===== src/sv/bcpe_pkg.sv =====
`timescale 1ns / 1ps
// ----------------------------------------------------------------------------
// bcpe_pkg
// Shared types and constants of the block cipher padding engine.
// ----------------------------------------------------------------------------
package bcpe_pkg;

    localparam int RESULT_LEN_W = 17;
    localparam int PAD_CNT_W    = 6;
    localparam int CFG_INDEX_W  = 2;
    localparam int CFG_DATA_W   = 3;
    localparam int JOB_DEPTH    = 4;
    localparam int JOB_PTR_W    = 2;

    localparam logic [CFG_INDEX_W-1:0] REG_PAD_SCHEME     = 2'd0;
    localparam logic [CFG_INDEX_W-1:0] REG_REMOVE_PADDING = 2'd1;

    localparam logic [2:0] SCHEME_BLOCK  = 3'd0;
    localparam logic [2:0] SCHEME_PKCS7  = 3'd1;
    localparam logic [2:0] SCHEME_M1     = 3'd2;
    localparam logic [2:0] SCHEME_M2     = 3'd3;
    localparam logic [2:0] SCHEME_STREAM = 3'd4;

    localparam logic [1:0] STATUS_OK       = 2'd0;
    localparam logic [1:0] STATUS_LENGTH   = 2'd1;
    localparam logic [1:0] STATUS_BAD_PAD  = 2'd2;
    localparam logic [1:0] STATUS_OVERFLOW = 2'd3;

    localparam logic [7:0] M2_MARKER = 8'h80;

    typedef struct packed {
        logic [7:0] data_byte;
        logic       last_byte;
    } request_t;

    typedef struct packed {
        logic [7:0]              out_byte;
        logic                    end_of_message;
        logic [1:0]              status;
        logic [RESULT_LEN_W-1:0] result_length;
    } result_t;

    // One classified byte, handed from the front to the back
    typedef struct packed {
        logic [7:0]              data_byte;
        logic                    last;
        logic [PAD_CNT_W-1:0]    pad_cnt;
        logic [7:0]              pad_first;
        logic [7:0]              pad_rest;
        logic [1:0]              status;
        logic [RESULT_LEN_W-1:0] length;
    } job_t;

endpackage


===== src/sv/block_cipher_padding_engine_core.sv =====
`timescale 1ns / 1ps
// ----------------------------------------------------------------------------
// block_cipher_padding_engine_core
// Pads or strips padding of a byte stream to cipher blocks (block no-pad,
// PKCS7, ISO9797 M1 and M2, stream pass-through).
// ----------------------------------------------------------------------------
//  channel   | handshake             | payload
//  ----------+-----------------------+---------------------------------------
//  request   | push / full           | data_byte, last_byte
//  result    | pop / empty           | out_byte, end_of_message, status,
//            |                       | result_length
//  config    | cfg_valid / cfg_ready | cfg_index, cfg_data
//
//  One request per cycle while the job queue is not full; the back emits one
//  result per cycle while pop does not stall, echo first and then any padding.
//  A four-entry job queue between front and back absorbs that padding burst.
//  Each accepted request passes the job queue, then the result register.
//  Reset clears the message trackers and queues; registers reset to zero.
//  A stalled pop holds the result register and backs up into the queue.
// ----------------------------------------------------------------------------
module block_cipher_padding_engine_core
    import bcpe_pkg::*;
#(
    parameter int MAX_MESSAGE_BYTES = 65536,
    parameter int BLOCK_BYTES       = 16
)
(
    input  logic                   clk,
    input  logic                   rst_n,
    input  logic                   push,
    output logic                   full,
    input  request_t               request,
    output logic                   empty,
    input  logic                   pop,
    output result_t                result,
    input  logic                   cfg_valid,
    output logic                   cfg_ready,
    input  logic [CFG_INDEX_W-1:0] cfg_index,
    input  logic [CFG_DATA_W-1:0]  cfg_data
);

    logic job_full;
    logic job_empty;
    logic job_push;
    logic job_pop;
    job_t job_in;
    job_t job_head;

    assign full = job_full;

    bcpe_front #(
        .MAX_MESSAGE_BYTES (MAX_MESSAGE_BYTES),
        .BLOCK_BYTES       (BLOCK_BYTES)
    ) u_front (
        .clk       (clk),
        .rst_n     (rst_n),
        .cfg_valid (cfg_valid),
        .cfg_ready (cfg_ready),
        .cfg_index (cfg_index),
        .cfg_data  (cfg_data),
        .push      (push),
        .request   (request),
        .job_full  (job_full),
        .job_push  (job_push),
        .job       (job_in)
    );

    bcpe_job_fifo u_job_fifo (
        .clk    (clk),
        .rst_n  (rst_n),
        .wr_en  (job_push),
        .wr_job (job_in),
        .full   (job_full),
        .rd_en  (job_pop),
        .rd_job (job_head),
        .empty  (job_empty)
    );

    bcpe_back u_back (
        .clk       (clk),
        .rst_n     (rst_n),
        .job_empty (job_empty),
        .job_head  (job_head),
        .job_pop   (job_pop),
        .empty     (empty),
        .pop       (pop),
        .result    (result)
    );

endmodule


===== src/sv/bcpe_front.sv =====
`timescale 1ns / 1ps
// ----------------------------------------------------------------------------
// bcpe_front
// Accepts message bytes, tracks length and trailing bytes, and classifies
// each byte into a job: status, result length and padding to append.
// ----------------------------------------------------------------------------
module bcpe_front
    import bcpe_pkg::*;
#(
    parameter int MAX_MESSAGE_BYTES = 65536,
    parameter int BLOCK_BYTES       = 16
)
(
    input  logic                   clk,
    input  logic                   rst_n,
    input  logic                   cfg_valid,
    output logic                   cfg_ready,
    input  logic [CFG_INDEX_W-1:0] cfg_index,
    input  logic [CFG_DATA_W-1:0]  cfg_data,
    input  logic                   push,
    input  request_t               request,
    input  logic                   job_full,
    output logic                   job_push,
    output job_t                   job
);

    localparam int CNT_W = $clog2(MAX_MESSAGE_BYTES + 3);
    localparam int POS_W = $clog2(BLOCK_BYTES);
    localparam int LEN_W = (CNT_W + 1 > RESULT_LEN_W) ? CNT_W + 1 : RESULT_LEN_W;
    localparam logic [CNT_W-1:0]     MAX_CNT  = CNT_W'(MAX_MESSAGE_BYTES);
    localparam logic [POS_W-1:0]     BLK_LAST = POS_W'(BLOCK_BYTES - 1);
    localparam logic [PAD_CNT_W-1:0] BLK      = PAD_CNT_W'(BLOCK_BYTES);
    localparam logic [7:0]           BLK_BYTE = 8'(BLOCK_BYTES);

    logic [2:0]       pad_scheme_reg;
    logic             remove_padding_reg;
    logic [CNT_W-1:0] byte_count_reg, byte_count_next;
    logic [POS_W-1:0] blk_pos_reg, blk_pos_next;
    logic [CNT_W-1:0] nonzero_end_reg, nonzero_end_next;
    logic [CNT_W-1:0] marker_end_reg, marker_end_next;
    logic             marker_ok_reg, marker_ok_next;
    logic [7:0]       recent_reg [BLOCK_BYTES];

    logic                 accept;
    logic [7:0]           data;
    logic [CNT_W-1:0]     n;
    logic [POS_W-1:0]     rem;
    logic                 rem_zero;
    logic [PAD_CNT_W-1:0] pad_full;
    logic [2:0]           scheme_eff;
    logic                 data_nz;
    logic [CNT_W-1:0]     nz_end_upd;
    logic [CNT_W-1:0]     mk_end_upd;
    logic                 mk_ok_upd;
    logic                 p_ok;
    logic                 run_ok;
    logic [1:0]           st;
    logic [LEN_W-1:0]     len;
    logic [PAD_CNT_W-1:0] pad_cnt;
    logic [7:0]           pad_first;
    logic [7:0]           pad_rest;

    assign cfg_ready = 1'b1;
    assign accept    = push & ~job_full;
    assign job_push  = accept;
    assign data      = request.data_byte;

    assign n          = byte_count_reg + CNT_W'(1);
    assign rem        = (blk_pos_reg == BLK_LAST) ? '0 : blk_pos_reg + POS_W'(1);
    assign rem_zero   = (rem == '0);
    assign pad_full   = BLK - PAD_CNT_W'(rem);
    assign scheme_eff = (pad_scheme_reg > SCHEME_STREAM) ? SCHEME_STREAM : pad_scheme_reg;
    assign data_nz    = (data != 8'd0);
    assign nz_end_upd = data_nz ? n : nonzero_end_reg;
    assign mk_end_upd = data_nz ? byte_count_reg : marker_end_reg;
    assign mk_ok_upd  = data_nz ? (data == M2_MARKER) : marker_ok_reg;
    assign p_ok       = data_nz && (data <= BLK_BYTE) && (LEN_W'(data) <= LEN_W'(n));

    // PKCS7 trailing run: every byte inside the pad length must equal it
    always_comb
    begin
        run_ok = 1'b1;
        for (int i = 1; i < BLOCK_BYTES; i++)
        begin
            if ((8'(i) < data) && (recent_reg[i-1] != data))
            begin
                run_ok = 1'b0;
            end
        end
    end

    always_comb
    begin
        st        = STATUS_OK;
        len       = '0;
        pad_cnt   = '0;
        pad_first = 8'd0;
        pad_rest  = 8'd0;
        if (n > MAX_CNT)
        begin
            st = STATUS_OVERFLOW;
        end
        else if (!remove_padding_reg)
        begin
            unique case (scheme_eff)
                SCHEME_BLOCK:
                begin
                    if (!rem_zero)
                    begin
                        st = STATUS_LENGTH;
                    end
                    else
                    begin
                        len = LEN_W'(n);
                    end
                end
                SCHEME_PKCS7:
                begin
                    pad_cnt   = pad_full;
                    pad_first = 8'(pad_full);
                    pad_rest  = 8'(pad_full);
                    len       = LEN_W'(n) + LEN_W'(pad_full);
                end
                SCHEME_M1:
                begin
                    pad_cnt = rem_zero ? '0 : pad_full;
                    len     = LEN_W'(n) + LEN_W'(rem_zero ? '0 : pad_full);
                end
                SCHEME_M2:
                begin
                    pad_cnt   = pad_full;
                    pad_first = M2_MARKER;
                    len       = LEN_W'(n) + LEN_W'(pad_full);
                end
                default:
                begin
                    len = LEN_W'(n);
                end
            endcase
        end
        else if (scheme_eff != SCHEME_STREAM && !rem_zero)
        begin
            st = STATUS_LENGTH;
        end
        else
        begin
            unique case (scheme_eff)
                SCHEME_PKCS7:
                begin
                    if (p_ok && run_ok)
                    begin
                        len = LEN_W'(n) - LEN_W'(data);
                    end
                    else
                    begin
                        st = STATUS_BAD_PAD;
                    end
                end
                SCHEME_M1:
                begin
                    len = LEN_W'(nz_end_upd);
                end
                SCHEME_M2:
                begin
                    if (mk_ok_upd)
                    begin
                        len = LEN_W'(mk_end_upd);
                    end
                    else
                    begin
                        st = STATUS_BAD_PAD;
                    end
                end
                default:
                begin
                    len = LEN_W'(n);
                end
            endcase
        end
        if (st != STATUS_OK)
        begin
            len     = '0;
            pad_cnt = '0;
        end
    end

    always_comb
    begin
        job.data_byte = data;
        job.last      = request.last_byte;
        job.pad_first = pad_first;
        job.pad_rest  = pad_rest;
        if (request.last_byte)
        begin
            job.pad_cnt = pad_cnt;
            job.status  = st;
            job.length  = len[RESULT_LEN_W-1:0];
        end
        else
        begin
            job.pad_cnt = '0;
            job.status  = STATUS_OK;
            job.length  = '0;
        end
    end

    always_comb
    begin
        byte_count_next  = byte_count_reg;
        blk_pos_next     = blk_pos_reg;
        nonzero_end_next = nonzero_end_reg;
        marker_end_next  = marker_end_reg;
        marker_ok_next   = marker_ok_reg;
        if (accept)
        begin
            if (request.last_byte)
            begin
                byte_count_next  = '0;
                blk_pos_next     = '0;
                nonzero_end_next = '0;
                marker_end_next  = '0;
                marker_ok_next   = 1'b0;
            end
            else
            begin
                // hold the count one past the limit
                if (byte_count_reg <= MAX_CNT)
                begin
                    byte_count_next = n;
                end
                blk_pos_next     = rem;
                nonzero_end_next = nz_end_upd;
                marker_end_next  = mk_end_upd;
                marker_ok_next   = mk_ok_upd;
            end
        end
    end

    always_ff @(posedge clk or negedge rst_n)
    begin
        if (!rst_n)
        begin
            pad_scheme_reg     <= SCHEME_BLOCK;
            remove_padding_reg <= 1'b0;
            byte_count_reg     <= '0;
            blk_pos_reg        <= '0;
            nonzero_end_reg    <= '0;
            marker_end_reg     <= '0;
            marker_ok_reg      <= 1'b0;
        end
        else
        begin
            if (cfg_valid)
            begin
                unique case (cfg_index)
                    REG_PAD_SCHEME:     pad_scheme_reg     <= cfg_data;
                    REG_REMOVE_PADDING: remove_padding_reg <= cfg_data[0];
                    default:            ;
                endcase
            end
            byte_count_reg  <= byte_count_next;
            blk_pos_reg     <= blk_pos_next;
            nonzero_end_reg <= nonzero_end_next;
            marker_end_reg  <= marker_end_next;
            marker_ok_reg   <= marker_ok_next;
        end
    end

    // Shift line of recent bytes, newest at index 0
    always_ff @(posedge clk)
    begin
        if (accept)
        begin
            recent_reg[0] <= data;
            for (int i = 1; i < BLOCK_BYTES; i++)
            begin
                recent_reg[i] <= recent_reg[i-1];
            end
        end
    end

endmodule


===== src/sv/bcpe_job_fifo.sv =====
`timescale 1ns / 1ps
// ----------------------------------------------------------------------------
// bcpe_job_fifo
// Short queue of classified jobs between the front and the back.
// ----------------------------------------------------------------------------
module bcpe_job_fifo
    import bcpe_pkg::*;
(
    input  logic clk,
    input  logic rst_n,
    input  logic wr_en,
    input  job_t wr_job,
    output logic full,
    input  logic rd_en,
    output job_t rd_job,
    output logic empty
);

    logic [JOB_PTR_W-1:0] wr_ptr_reg, wr_ptr_next;
    logic [JOB_PTR_W-1:0] rd_ptr_reg, rd_ptr_next;
    logic [JOB_PTR_W:0]   count_reg, count_next;
    job_t                 entry_reg [JOB_DEPTH];

    logic do_wr;
    logic do_rd;

    assign full   = (count_reg == (JOB_PTR_W + 1)'(JOB_DEPTH));
    assign empty  = (count_reg == '0);
    assign do_wr  = wr_en & ~full;
    assign do_rd  = rd_en & ~empty;
    assign rd_job = entry_reg[rd_ptr_reg];

    always_comb
    begin
        wr_ptr_next = do_wr ? wr_ptr_reg + JOB_PTR_W'(1) : wr_ptr_reg;
        rd_ptr_next = do_rd ? rd_ptr_reg + JOB_PTR_W'(1) : rd_ptr_reg;
        count_next  = count_reg;
        if (do_wr && !do_rd)
        begin
            count_next = count_reg + (JOB_PTR_W + 1)'(1);
        end
        else if (do_rd && !do_wr)
        begin
            count_next = count_reg - (JOB_PTR_W + 1)'(1);
        end
    end

    always_ff @(posedge clk or negedge rst_n)
    begin
        if (!rst_n)
        begin
            wr_ptr_reg <= '0;
            rd_ptr_reg <= '0;
            count_reg  <= '0;
        end
        else
        begin
            wr_ptr_reg <= wr_ptr_next;
            rd_ptr_reg <= rd_ptr_next;
            count_reg  <= count_next;
        end
    end

    always_ff @(posedge clk)
    begin
        if (do_wr)
        begin
            entry_reg[wr_ptr_reg] <= wr_job;
        end
    end

endmodule


===== src/sv/bcpe_back.sv =====
`timescale 1ns / 1ps
// ----------------------------------------------------------------------------
// bcpe_back
// Expands each job into its echoed byte and any padding bytes, one result
// per cycle while the output register is free or popped, into that register.
// ----------------------------------------------------------------------------
module bcpe_back
    import bcpe_pkg::*;
(
    input  logic    clk,
    input  logic    rst_n,
    input  logic    job_empty,
    input  job_t    job_head,
    output logic    job_pop,
    output logic    empty,
    input  logic    pop,
    output result_t result
);

    logic                 have_job_reg, have_job_next;
    job_t                 job_reg;
    logic [PAD_CNT_W-1:0] idx_reg, idx_next;
    logic                 out_valid_reg, out_valid_next;
    result_t              out_reg;

    logic                 advance;
    logic                 src_valid;
    job_t                 src;
    logic [PAD_CNT_W-1:0] idx;
    logic                 done;
    logic                 fire;
    logic                 eom;
    result_t              res;

    assign advance   = ~out_valid_reg | pop;
    assign src_valid = have_job_reg | ~job_empty;
    assign src       = have_job_reg ? job_reg : job_head;
    assign idx       = have_job_reg ? idx_reg : '0;
    assign done      = (idx == src.pad_cnt);
    assign fire      = advance & src_valid;
    assign job_pop   = fire & ~have_job_reg;
    assign empty     = ~out_valid_reg;
    assign result    = out_reg;

    always_comb
    begin
        if (idx == '0)
        begin
            res.out_byte = src.data_byte;
            eom          = src.last & (src.pad_cnt == '0);
        end
        else
        begin
            res.out_byte = (idx == PAD_CNT_W'(1)) ? src.pad_first : src.pad_rest;
            eom          = done;
        end
        res.end_of_message = eom;
        res.status         = eom ? src.status : STATUS_OK;
        res.result_length  = eom ? src.length : '0;
    end

    always_comb
    begin
        have_job_next  = have_job_reg;
        idx_next       = idx_reg;
        out_valid_next = out_valid_reg & ~pop;
        if (fire)
        begin
            have_job_next  = ~done;
            idx_next       = idx + PAD_CNT_W'(1);
            out_valid_next = 1'b1;
        end
    end

    always_ff @(posedge clk or negedge rst_n)
    begin
        if (!rst_n)
        begin
            have_job_reg  <= 1'b0;
            idx_reg       <= '0;
            out_valid_reg <= 1'b0;
        end
        else
        begin
            have_job_reg  <= have_job_next;
            idx_reg       <= idx_next;
            out_valid_reg <= out_valid_next;
        end
    end

    always_ff @(posedge clk)
    begin
        // capture each popped job; it is used while padding remains to emit
        if (job_pop)
        begin
            job_reg <= job_head;
        end
        if (fire)
        begin
            out_reg <= res;
        end
    end

endmodule


===== config.mk =====
export PLATFORM = sky130hd
export DESIGN_NAME = block_cipher_padding_engine_core
export DESIGN_NICKNAME = d
export VERILOG_FILES = /design/src/sv/bcpe_pkg.sv /design/src/sv/block_cipher_padding_engine_core.sv /design/src/sv/bcpe_front.sv /design/src/sv/bcpe_job_fifo.sv /design/src/sv/bcpe_back.sv
export SDC_FILE = /design/constraint.sdc
export NUM_CORES = 1
export LEC_CHECK = 0
export BUFFER_PORTS_ARGS = -buffer_cell sky130_fd_sc_hd__buf_2
export CAP_MARGIN = 40
export CORE_ASPECT_RATIO = 0.5
export CORE_MARGIN = 4
export CORE_UTILIZATION = 63
export CTS_CLUSTER_SIZE = 8
export DETAILED_ROUTE_END_ITERATION = 6
export PLACE_DENSITY = 0.8
export SLEW_MARGIN = 20
export SYNTH_ARGS = -nofsm -noshare
export SYNTH_HDL_FRONTEND = slang
export SYNTH_SLANG_ARGS = --single-unit

===== constraint.sdc =====
create_clock -name clk -period 8.6 [get_ports clk]
set_clock_uncertainty 0.1 [all_clocks]
set_input_delay 0.43 -clock clk [delete_from_list [all_inputs] [get_ports clk]]
set_output_delay 0.43 -clock clk [all_outputs]
set_load 0.02 [all_outputs]

==> impl_metrics.json <==
{
  "via_per_inst": 6.64,
  "core_sq_um": 32200,
  "clk_pin_slew_ps": 50,
  "fin_nets": 1684,
  "post-route-min-period_ps": 4920,
  "syn_area_sq_um": 21000,
  "multi_input_area_sq_um": 7450,
  "yosysSeqAreaShare_pct": 61.7,
  "grt_overflow": 0,
  "r2r_cells": 18,
  "yosys_warnings": 0,
  "largest_register_ffs": 176,
  "track_usage_pct": 31.0,
  "hold_violations": 0,
  "setup_ws_ps": 3680,
  "arrival_ps": 5140,
  "critPathMaxStageDelay_ps": 520,
  "syn2layout_area_growth_pct": 12.3,
  "yosysMostFrequentCell": "edfxtp_1",
  "firstDrtPassIters": 6,
  "cp_slowest_cell": "a221oi_1",
  "async_flop_share_pct": 16.9,
  "numCtsBuffers": 61,
  "drcViolationCount": 0,
  "synth.avg_cell_area_sq_um": 13.3,
  "cp-start-kind": "flop",
  "die_w_um": 266,
  "synth_top_area_cell": "edfxtp_1",
  "cp.required_ps": 8810,
  "critPathCaptureType": "flop",
  "max-cap-violations": 0,
  "crit_chain": "ha_1, a21oi_1, o21ai_0, nand2_1, a21oi_1, mux2_2, a22oi_1, o21ai_0, inv_1, ha_1, o21a_1, o21ai_0, a221oi_1, nand3_1, nor2_1, mux2_2, o32ai_1, nor3_1",
  "synth_area_leaders": "edfxtp_1 53%, dfrtp_1 9.0%, mux4_2 5.3%, xor2_1 3.6%, xnor2_1 3.2%",
  "synth_top_area_share_pct": 52.7,
  "start_util_pct": 65.0,
  "cts-root-buf": "clkbuf_16",
  "syn-num-nets": 1625,
  "rows": 46,
  "max-vdd-ir-drop_uv": 245,
  "cts.sinks": 443,
  "fillers": 2032,
  "vias": 14100,
  "hold_path_depth": 3,
  "slew_violations": 0,
  "final-seq-area_sq_um": 12900,
  "crit_family": "compound AO/OA/AOI/OAI gates",
  "crit_top_cell": "o21ai_0",
  "max_slew_margin_pct": 40.8,
  "io_buffers": 48,
  "routedWlPerCell_um": 26.0,
  "die_area_sq_um": 36400,
  "cts_resized": 0,
  "cts_max_path_buffers": 3,
  "drtAntennaViolNets": 0,
  "power_density_nw_per_um2": 316,
  "synth-edff-count": 368,
  "ys_dominant_reg_cell": "edfxtp_1",
  "dieHeight_um": 137,
  "drive_above_1_share_pct": 14.8,
  "htree_levels": 2,
  "cp_max_fo": 7,
  "power_leakage_nw": 8.35,
  "worstMarginPinSlew_ps": 888,
  "crit_cells": 18,
  "grt_pass1_vias": 14100,
  "worstSetupPathType": "reg -> reg",
  "finalCritPeriodShare_pct": 57.2,
  "whs_ps": 120,
  "fin_setup_tns_ps": 0,
  "synth_cells": 1579,
  "ys_ff_latch": 443,
  "status": "complete, no violations",
  "max_freq_ghz": 0.203,
  "grt_pass1_wl_um": 86100,
  "setup_violations": 0,
  "hold_class": "in -> reg",
  "drtIter0Drc": 1973,
  "io_pins": 50,
  "dp_hpwl_um": 34300,
  "insertion_delay_ps": 600,
  "netlist_top_cells_count": "368 x edfxtp_1, 132 x nand2_1, 100 x o21ai_0",
  "antenna_found_initial": 1,
  "post-place-ws_ps": 3970,
  "path_buf_inv": 1,
  "gp_congestion": 1.07,
  "synthDistinctLibCells": 85,
  "cts_tree": "built",
  "rsz0062_at_grt": "false",
  "wl_um": 55200,
  "grt_max_degree": 73,
  "cts_setup_buffers": 0
}
metal layers:
metal	wire (um)	GRT usage [%]
met5	0	0
met1	22600	44.4
met2	25100	48.0
met4	1330	7.69
met3	6130	8.37
final timing paths:
kind / slack (ps) / end / start
worst max-delay path: 3680 / u_job_fifo.entry_reg[0][13] / u_front.blk_pos_reg[0]
worst min-delay path: 120 / u_front.pad_scheme_reg[1] / cfg_index[1]
worst max register to register: 3680 / u_job_fifo.entry_reg[0][13] / u_front.blk_pos_reg[0]
worst min register to register: 360 / u_front.recent_reg[1][22] / u_front.recent_reg[1][14]
max in group asynchronous: 7530 / u_front.byte_count_reg[14] / rst_n
min in group asynchronous: 230 / u_job_fifo.rd_ptr_reg[0] / rst_n
worst min-delay path, delay by kind of cell:
family / cells / cell delay, ps
AO/OA/AOI/OAI: 1 / 160
buffers and inverters: 1 / 100
AND/OR/NAND/NOR: 1 / 80
placed cells by master (no fill, tap or decap), types with 6 or more instances in the layout:
cell type	n
xnor2_1	76
nor2b_1	6
buf_2	48
dfrtp_1	73
nor4_1	32
a22oi_1	36
edfxtp_1	368
nand3_1	23
a21oi_1	57
o21ai_0	100
a221oi_1	6
a21boi_0	9
mux4_2	49
a21oi_2	7
clkbuf_16	62
mux2_2	6
nor2_1	91
inv_1	40
buf_4	29
xor2_1	85
a31oi_1	10
nand4_1	17
or2_2	6
or3_1	9
nor3_1	31
ha_1	24
a211oi_1	16
nand2b_1	6
clkbuf_1	48
o22ai_1	10
a21o_1	7
mux2i_1	37
nand2_1	132
logic make-up (layout without fill, tap and decap cells):
group	count (synthesis)	after routing	synth area share [%]
xor+xnor	161	161	6.73
simple gates	404	404	10.0
compound gates	314	314	9.60
flops	443	443	61.7
fa+ha+maj	27	27	1.72
mux	92	92	7.35
buf+inv	137	246	2.91
other cells	1	2	0.0179
where the power goes:
part | total (W) | internal, W | switching, W
combinational | 0.00200 | 0.000750 | 0.00125
clock | 0.00224 | 0.00134 | 0.000894
sequential | 0.00321 | 0.00295 | 0.000260
through the flow:
stage | total power, W | instances | area (sq um) | util, %
after CTS | 0.00742 | 2117 | 23500 | 72.9
after floorplan | 0.00450 | 1579 | 21000 | -
after detailed placement | 0.00513 | 1999 | 21700 | 67.2
after global placement | 0.00498 | 1990 | 21500 | 66.8
final | 0.00744 | 2121 | 23600 | 73.1
after global routing | 0.00775 | 2120 | 23600 | 73.1
cell type report:
cell class / count / area share [%]
Clock buffer: 110 / 7.35
Clock inverter: 3 / 0.186
Inverter: 42 / 0.680
Sequential cell: 443 / 54.9
Timing Repair Buffer: 91 / 2.95
Tap cell: 432 / 2.29
Antenna cell: 1 / 0.0106
Multi-Input combinational cell: 999 / 31.6
timing repair:
item | CTS | global route
setup endpoints to repair | 0 | 0
hold endpoints to repair | 26 | 0
hold buffers | 5 | 0
Power figures use the tool's default switching activity.
